[src/sv/whp_pkg.sv]
// Package with types, constants and phase codes of the WAV header parser.
package whp_pkg;

	localparam int FMT_READ_LIMIT = 40;
	localparam logic [31:0] HEADER_LEN = 32'd12;
	localparam logic [31:0] CHUNK_HDR_LEN = 32'd8;
	localparam logic [15:0] FMT_PCM = 16'h0001;
	localparam logic [15:0] FMT_EXTENSIBLE = 16'hFFFE;
	localparam logic [31:0] TAG_RIFF = 32'h52494646;
	localparam logic [31:0] TAG_WAVE = 32'h57415645;
	localparam logic [31:0] TAG_FMT = 32'h666D7420;
	localparam logic [31:0] TAG_DATA = 32'h64617461;

	localparam logic [1:0] ST_OK = 2'd0;
	localparam logic [1:0] ST_READ_ERR = 2'd1;
	localparam logic [1:0] ST_FORMAT_ERR = 2'd2;

	typedef enum logic [3:0] {
		PH_IDLE,
		PH_HDR,
		PH_HDR_BAD,
		PH_CHDR,
		PH_FMT,
		PH_SKIP,
		PH_DONE
	} phase_t;

	typedef enum logic [1:0] {
		DS_IDLE,
		DS_RUN,
		DS_DONE
	} div_state_t;

	typedef struct packed {
		logic [7:0] data_byte;
		logic       first_byte;
		logic       last_byte;
	} in_item_t;

	typedef struct packed {
		logic [1:0]  status;
		logic [15:0] chan_count;
		logic [31:0] samp_rate;
		logic [31:0] bytes_per_sec;
		logic [15:0] frame_bytes;
		logic [15:0] samp_bits;
		logic [31:0] audio_start;
		logic [31:0] audio_len;
		logic [31:0] play_secs;
	} out_item_t;

	typedef struct packed {
		logic        start;
		logic [31:0] dividend;
		logic [31:0] divisor;
	} div_req_t;

	typedef struct packed {
		logic        done;
		logic [31:0] quotient;
	} div_rsp_t;

endpackage

[src/sv/whp_stream_if.sv]
// Valid/ready channel interface carrying one payload item.
interface whp_stream_if #(parameter type payload_t = logic) ();
	logic     valid;
	logic     ready;
	payload_t payload;

	modport source (output valid, output payload, input ready);
	modport sink (input valid, input payload, output ready);
endinterface

[src/sv/whp_divider.sv]
// Restoring divider, one quotient bit per cycle.
module whp_divider
	import whp_pkg::*;
(
	input  logic     clk,
	input  logic     arst_n,
	input  div_req_t req,
	output div_rsp_t rsp
);

	div_state_t  state_q, state_d;
	logic [31:0] quo_q;
	logic [31:0] rem_q;
	logic [31:0] dvs_q;
	logic [4:0]  cnt_q;
	logic [32:0] trial;

	assign trial = {rem_q, quo_q[31]} - {1'b0, dvs_q};

	always_comb begin
		state_d = state_q;
		case (state_q)
			DS_IDLE: if (req.start) state_d = DS_RUN;
			DS_RUN: if (cnt_q == 5'd31) state_d = DS_DONE;
			DS_DONE: state_d = DS_IDLE;
			default: state_d = DS_IDLE;
		endcase
	end

	always_comb begin
		rsp.done = (state_q == DS_DONE);
		rsp.quotient = quo_q;
	end

	always_ff @(posedge clk or negedge arst_n) begin
		if (!arst_n) begin
			state_q <= DS_IDLE;
			cnt_q <= '0;
		end else begin
			state_q <= state_d;
			if (state_q == DS_RUN) cnt_q <= cnt_q + 5'd1;
			else cnt_q <= '0;
		end
	end

	always_ff @(posedge clk) begin
		if (state_q == DS_IDLE && req.start) begin
			quo_q <= req.dividend;
			rem_q <= '0;
			dvs_q <= req.divisor;
		end else if (state_q == DS_RUN) begin
			if (!trial[32]) begin
				rem_q <= trial[31:0];
				quo_q <= {quo_q[30:0], 1'b1};
			end else begin
				rem_q <= {rem_q[30:0], quo_q[31]};
				quo_q <= {quo_q[30:0], 1'b0};
			end
		end
	end

endmodule

[src/sv/wav_header_parser.sv]
// Top level of the WAV header parser: byte parser, result register and divider control.
// Output: a result is registered and valid in the cycle after the byte that completes it; a data
// chunk with a nonzero byte rate first waits for the bit-serial 32-step divider to finish.
// Throughput: one byte per cycle, except while the divider runs or a result waits.
// Reset: arst_n clears the phase and all parse fields, not the result register; the parser waits for a first byte.
module wav_header_parser
	import whp_pkg::*;
(
	input  logic clk,
	input  logic arst_n,
	whp_stream_if.sink   in_ch,
	whp_stream_if.source out_ch
);

	phase_t      phase_q;
	logic [31:0] pos_q, togo_q, tag_q, len_q;
	logic [15:0] fcode_q, chan_q, align_q, bits_q;
	logic [31:0] rate_q, brate_q;
	logic        fmt_seen_q;
	logic        busy_q;
	logic        out_valid_q;
	out_item_t   out_q;

	phase_t      ph;
	logic [31:0] pos, togo, tag, len;
	logic [15:0] fcode, chan, align, bits;
	logic [31:0] rate, brate;
	logic        fseen;
	logic        emit;
	logic [1:0]  emit_st;
	logic [31:0] pos_prev, take;
	logic [7:0]  b;
	logic        accept;
	out_item_t   res;
	div_req_t    dreq;
	div_rsp_t    drsp;

	whp_divider u_div (.clk(clk), .arst_n(arst_n), .req(dreq), .rsp(drsp));

	assign in_ch.ready = !busy_q && !out_valid_q;
	assign accept = in_ch.valid && in_ch.ready;
	assign b = in_ch.payload.data_byte;
	assign out_ch.valid = out_valid_q;
	assign out_ch.payload = out_q;

	always_comb begin
		ph = phase_q; pos = pos_q; togo = togo_q; tag = tag_q; len = len_q;
		fcode = fcode_q; chan = chan_q; rate = rate_q; brate = brate_q;
		align = align_q; bits = bits_q; fseen = fmt_seen_q;
		emit = 1'b0; emit_st = ST_OK; take = '0; pos_prev = '0;
		if (in_ch.payload.first_byte) begin
			ph = PH_HDR; pos = '0; togo = HEADER_LEN; tag = '0; len = '0;
			fcode = '0; chan = '0; rate = '0; brate = '0; align = '0; bits = '0;
			fseen = 1'b0;
		end
		if (ph >= PH_HDR && ph <= PH_SKIP) begin
			pos_prev = pos;
			pos = pos + 32'd1;
			case (ph)
				PH_HDR, PH_HDR_BAD: begin
					tag = {tag[23:0], b};
					togo = togo - 32'd1;
					if (pos_prev == 32'd3 && tag != TAG_RIFF) ph = PH_HDR_BAD;
					if (togo == '0) begin
						if (ph == PH_HDR_BAD || tag != TAG_WAVE) begin
							emit = 1'b1; emit_st = ST_FORMAT_ERR;
						end else begin
							ph = PH_CHDR; togo = CHUNK_HDR_LEN;
						end
					end
				end
				PH_CHDR: begin
					if (togo > 32'd4) tag = {tag[23:0], b};
					else len = {b, len[31:8]};
					togo = togo - 32'd1;
					if (togo == '0) begin
						take = (len < 32'(FMT_READ_LIMIT)) ? len : 32'(FMT_READ_LIMIT);
						if (tag == TAG_FMT) begin
							fcode = '0; chan = '0; rate = '0; brate = '0; align = '0;
							bits = '0; tag = '0; togo = take;
							if (take == '0) begin
								emit = 1'b1; emit_st = ST_FORMAT_ERR;
							end else ph = PH_FMT;
						end else if (tag == TAG_DATA) begin
							emit = 1'b1; emit_st = fseen ? ST_OK : ST_FORMAT_ERR;
						end else if (len == '0) begin
							ph = PH_CHDR; togo = CHUNK_HDR_LEN;
						end else begin
							ph = PH_SKIP; togo = len;
						end
					end
				end
				PH_FMT: begin
					case (tag)
						32'd0: fcode[7:0] = b;
						32'd1: fcode[15:8] = b;
						32'd2: chan[7:0] = b;
						32'd3: chan[15:8] = b;
						32'd4: rate[7:0] = b;
						32'd5: rate[15:8] = b;
						32'd6: rate[23:16] = b;
						32'd7: rate[31:24] = b;
						32'd8: brate[7:0] = b;
						32'd9: brate[15:8] = b;
						32'd10: brate[23:16] = b;
						32'd11: brate[31:24] = b;
						32'd12: align[7:0] = b;
						32'd13: align[15:8] = b;
						32'd14: bits[7:0] = b;
						32'd15: bits[15:8] = b;
						default: ;
					endcase
					tag = tag + 32'd1;
					togo = togo - 32'd1;
					if (togo == '0) begin
						take = (len < 32'(FMT_READ_LIMIT)) ? len : 32'(FMT_READ_LIMIT);
						if (fcode != FMT_PCM && fcode != FMT_EXTENSIBLE) begin
							emit = 1'b1; emit_st = ST_FORMAT_ERR;
						end else begin
							fseen = 1'b1;
							if (len - take == '0) begin
								ph = PH_CHDR; togo = CHUNK_HDR_LEN;
							end else begin
								ph = PH_SKIP; togo = len - take;
							end
						end
					end
				end
				default: begin
					togo = togo - 32'd1;
					if (togo == '0) begin
						ph = PH_CHDR; togo = CHUNK_HDR_LEN;
					end
				end
			endcase
			if (!emit && in_ch.payload.last_byte) begin
				emit = 1'b1;
				emit_st = (ph == PH_HDR || ph == PH_HDR_BAD || ph == PH_FMT) ?
					ST_READ_ERR : ST_FORMAT_ERR;
			end
			if (emit) ph = PH_DONE;
		end
	end

	always_comb begin
		dreq.start = accept && emit && emit_st == ST_OK && brate != '0;
		dreq.dividend = len;
		dreq.divisor = brate;
	end

	always_comb begin
		res = '0;
		res.status = emit_st;
		if (emit_st == ST_OK) begin
			res.chan_count = chan;
			res.samp_rate = rate;
			res.bytes_per_sec = brate;
			res.frame_bytes = align;
			res.samp_bits = bits;
			res.audio_start = pos;
			res.audio_len = len;
		end
	end

	always_ff @(posedge clk or negedge arst_n) begin
		if (!arst_n) begin
			phase_q <= PH_IDLE; pos_q <= '0; togo_q <= '0; tag_q <= '0; len_q <= '0;
			fcode_q <= '0; chan_q <= '0; rate_q <= '0; brate_q <= '0;
			align_q <= '0; bits_q <= '0; fmt_seen_q <= 1'b0;
			busy_q <= 1'b0; out_valid_q <= 1'b0;
		end else begin
			if (accept) begin
				phase_q <= ph; pos_q <= pos; togo_q <= togo; tag_q <= tag; len_q <= len;
				fcode_q <= fcode; chan_q <= chan; rate_q <= rate; brate_q <= brate;
				align_q <= align; bits_q <= bits; fmt_seen_q <= fseen;
				if (dreq.start) busy_q <= 1'b1;
				else if (emit) out_valid_q <= 1'b1;
			end
			if (busy_q && drsp.done) begin
				busy_q <= 1'b0;
				out_valid_q <= 1'b1;
			end
			if (out_valid_q && out_ch.ready) out_valid_q <= 1'b0;
		end
	end

	always_ff @(posedge clk) begin
		if (accept && emit) out_q <= res;
		if (busy_q && drsp.done) out_q.play_secs <= drsp.quotient;
	end

endmodule

[src/flat_wrapper.sv]
// flat-port wrapper written by rule: the top's interface ports become plain ports
module wav_header_parser_flat import whp_pkg::*;
  (clk, arst_n, in_ch_valid, in_ch_payload, in_ch_ready, out_ch_valid, out_ch_payload, out_ch_ready);
  whp_stream_if #(.payload_t(in_item_t)) in_ch_i ();
  whp_stream_if #(.payload_t(out_item_t)) out_ch_i ();
  input  logic clk;
  input  logic arst_n;
  input wire logic [$bits(in_ch_i.valid)-1:0] in_ch_valid;
  input wire logic [$bits(in_ch_i.payload)-1:0] in_ch_payload;
  output wire logic [$bits(in_ch_i.ready)-1:0] in_ch_ready;
  output wire logic [$bits(out_ch_i.valid)-1:0] out_ch_valid;
  output wire logic [$bits(out_ch_i.payload)-1:0] out_ch_payload;
  input wire logic [$bits(out_ch_i.ready)-1:0] out_ch_ready;
  assign in_ch_i.valid = in_ch_valid;
  assign in_ch_i.payload = in_ch_payload;
  assign in_ch_ready = in_ch_i.ready;
  assign out_ch_valid = out_ch_i.valid;
  assign out_ch_payload = out_ch_i.payload;
  assign out_ch_i.ready = out_ch_ready;
  wav_header_parser u_core (.clk(clk), .arst_n(arst_n), .in_ch(in_ch_i), .out_ch(out_ch_i));
endmodule
[config.mk]
export PLATFORM = sky130hd
export DESIGN_NAME = wav_header_parser_flat
export DESIGN_NICKNAME = d
export VERILOG_FILES = /design/src/sv/whp_pkg.sv /design/src/sv/whp_stream_if.sv /design/src/sv/whp_divider.sv /design/src/sv/wav_header_parser.sv /design/src/flat_wrapper.sv
export SDC_FILE = /design/constraint.sdc
export NUM_CORES = 2
export LEC_CHECK = 0
export BUFFER_PORTS_ARGS = -buffer_cell sky130_fd_sc_hd__buf_2
export CAP_MARGIN = 0
export CELL_PAD_IN_SITES_DETAIL_PLACEMENT = 0
export CELL_PAD_IN_SITES_GLOBAL_PLACEMENT = 1
export CORE_MARGIN = 2
export CORE_UTILIZATION = 43
export CTS_CLUSTER_DIAMETER = 60
export DETAILED_ROUTE_END_ITERATION = 7
export PLACE_DENSITY = 0.78
export SYNTH_ARGS = -nofsm -noshare
export SYNTH_HDL_FRONTEND = slang
export SYNTH_SLANG_ARGS = --single-unit
[constraint.sdc]
create_clock -name clk -period 7.67 [get_ports clk]
set_input_delay 0.3835 -clock clk [delete_from_list [all_inputs] [get_ports clk]]
set_output_delay 0.3835 -clock clk [all_outputs]
set_load 0.005 [all_outputs]
==> reports/results.ini <==
[worst_setup_path]
cp.required_ps = 7860
start_kind = flip-flop
crit_fanout = 75
end_kind = flip-flop
crit_arrival_ps = 6430
rr_startpoint = u_core.tag_q[8]
worst-setup-path-type = flip-flop to flip-flop
critPathLaunch = u_core.tag_q[8]

[routing]
route.detailed.wl_per_inst_um = 22.2
antenna_left = 0
dr.pass1.iters = 5
via_count = 28900
vias_per_cell = 5.98
drt_iter0_drc = 3175
route.detailed.drc = 0
drt-total-wl_mm = 107

[sta]
relSlewSlack = 0.125
fmax_mhz = 160
finClkSkew_ps = 19.4
drv_slew = 0
fin_crit_ps = 6240
worst_slew_pin_slew_ps = 1300
fin_crit_sh = 0.814
setup_tns_ps = 0
rsz0062_at_grt = false
setup_violations = 0
finalHoldViolCount = 0

[worst_hold_path]
min_from = in_ch_payload[0]
hold_class = primary input to flip-flop

[synthesis]
synth.avg_cell_area_um2 = 8.97
synth_cell_type_count = 90
netlist_area_mm2 = 0.0329
synthArstFlopShare = 0.469
syn_nets = 3730
synth_edf_count = 274
synth-main-ff-cell = edfxtp_1
synth_seq_cells = 576
ys_warn_count = 0
postSynthCellCount = 3672
ys_seq_area_frac = 0.474

[floorplan]
io_pins = 226
rows = 101
core_mm2 = 0.0759
initial_utilization = 0.434
die_area_mm2 = 0.0788
die_y_um = 281
die-width_um = 281

[grt]
grt_pass1_vias = 27400
grt_pass1_wl_mm = 166
grt_overflow = 0
use_met1 = 0.392
grt_max_degree = 147
met2_usage = 0.415
grt_use_met3 = 0.0439
grt_usage = 0.269
grt_busiest_layer = met2
antenna_found_initial = 1

[finish]
syn_to_final_growth_pct = 13.4
mostFrequentLayoutCells = 482 x nor2_1, 413 x nand2_1, 282 x o21ai_0, 274 x edfxtp_1, 270 x dfrtp_1
final_common_cell = nor2_1
final_area_mm2 = 0.0373
layout-drive-gt1-share = 0.123
fin_nets = 3801
postLayoutCoreUtil = 0.492
diodes = 0

[clocking]
cts.path.max_buffers = 3
cts-resized-gates = 0
clock-sinks = 576
htree_levels = 3
post-cts-setup-buffers = 0
clk_pin_slew_worst_paths_ps = 60
cts_buffers = 72
clock-root-buffer = clkbuf_16
clock_latency_ps = 620
ctsHoldBuffers = 1
cts_tree = built

[run]
cap_violations = 0

[pwr]
peakVddDrop_uv = 159
power_density_mw_per_mm2 = 268
power.leakage_uw = 0.0147

[placement]
placed_area_mm2 = 0.0348
dp_hpwl_mm = 71.4
io_buffers = 225
gp_congestion = 0.949

[status]
status = completed

## cells in the mapped netlist (7+ instances only)
cell type	count	share of area
dfrtp_1	270	0.21
o211ai_1	42	0.0096
ha_1	43	0.016
nand4_1	37	0.0070
o31ai_1	14	0.0032
or2_2	12	0.0023
and2_1	20	0.0038
nor4_1	59	0.011
o22ai_1	28	0.0053
inv_1	139	0.016
and3_1	24	0.0046
buf_2	23	0.0035
a21boi_0	26	0.0059
edfxtp_1	274	0.25
nor2b_1	45	0.0085
mux2i_1	73	0.022
a211oi_1	15	0.0034
a22o_1	63	0.017
xor2_1	38	0.010
a22oi_1	153	0.035
a21oi_1	185	0.028
or3_1	25	0.0047
nand2_1	415	0.047
a21o_1	38	0.0087
o21ai_1	9	0.0014
xnor2_1	56	0.015
o21a_1	32	0.0073
a221oi_1	18	0.0048
nor3_1	99	0.015
nor4b_1	7	0.0019
o21bai_1	8	0.0018
dfxtp_1	32	0.019
nand2b_1	22	0.0042
o41ai_1	8	0.0021
o21ai_0	282	0.043
nor2_1	484	0.055
nor3b_1	14	0.0032
clkbuf_1	230	0.026
o221ai_1	13	0.0035
nand3_1	62	0.0094
a31oi_1	37	0.0070
or4_1	21	0.0048
a32oi_1	10	0.0027
buf_1	31	0.0035
## cell families (layout without fill, tap and decap cells)
group | count (synthesis) | in the layout | share of synthesized area
DFF | 576 | 576 | 0.474
muxes | 78 | 78 | 0.0239
AOI/OAI and AO/OA | 1063 | 1063 | 0.214
and+or+nand+nor | 1387 | 1387 | 0.195
other | 1 | 1 | 0.000114
adders and majority gates | 44 | 44 | 0.0169
buffers and inverters | 429 | 558 | 0.0508
xor gates and xnor gates | 94 | 94 | 0.0250
## state kept, by name (all words and copies together), names as in the netlist, 2 cells and up
register and flops:
u_core.u_div.state_q 2, u_core.len_q 32, u_core.brate_q 32, u_core.rate_q 32, u_core.align_q 16, u_core.fcode_q 16, u_core.u_div.quo_q 32, u_core.u_div.dvs_q 32
u_core.togo_q 32, u_core.u_div.cnt_q 5, u_core.bits_q 16, u_core.u_div.rem_q 32, u_core.pos_q 32, u_core.out_ch.payload 210, u_core.tag_q 32, u_core.phase_q 4
u_core.chan_q 16
## report_power, final
part	internal, uW	switching, uW
logic	786	1650
registers	3530	437
clock network	2170	1420
total	6480	3510
## metrics by stage
step | std cells | setup WS (ps) | hold WS, ps | total power [uW]
after global placement | 4698 | 1550 | 402 | 6390
after detailed placement | 4698 | 1410 | 400 | 6390
after global routing | 4831 | 1250 | 175 | 10400
after CTS | 4831 | 1740 | 121 | 9990
final | 4831 | 1430 | 149 | 9990
after floorplan | 3672 | 20.6 | 87.9 | 5490
## layer usage
| layer | part of all wire | up-vias |
|---|---|---|
| li1 | - | 13500 |
| met1 | 0.45 | 14100 |
| met2 | 0.45 | 1116 |
| met3 | 0.074 | 173 |
| met4 | 0.023 | 0 |
| met5 | 0 | - |
## worst max-delay path, cell delays in order, from the launching register on
cell,delay [ps]
dfrtp_1,540
nor4_1,820
nand4_1,320
o31ai_1,920
a22o_1,350
nand3_1,120
nor4b_2,710
nor3_1,170
o211ai_1,320
nor2b_1,410
nand2b_1,380
clkinvlp_4,190
buf_4,390
## worst paths after layout
| path | slack (ps) | end | depth (start not counted) |
|---|---|---|---|
| max | 1430 | u_core.out_ch.payload[93] | 12 |
| min | 150 | u_core.phase_q[2] | 3 |
| max reg2reg | 1430 | u_core.out_ch.payload[93] | 12 |
| min reg2reg | 460 | u_core.u_div.cnt_q[0] | 1 |
| max in group asynchronous | 5540 | u_core.rate_q[21] | 4 |
| min in group asynchronous | 320 | u_core.pos_q[20] | 2 |
## area by class of cell
class / instances / area (um^2)
multi-input cells: 2667 / 15800
well taps: 1030 / 1290
fillers: 7126 / 38600
clock buffers: 90 / 2020
flip-flops and latches: 576 / 15600
inverters: 140 / 529
clock inverters: 42 / 475
repair buffers: 286 / 1640
Note: power is estimated with default switching activity, not from simulation.
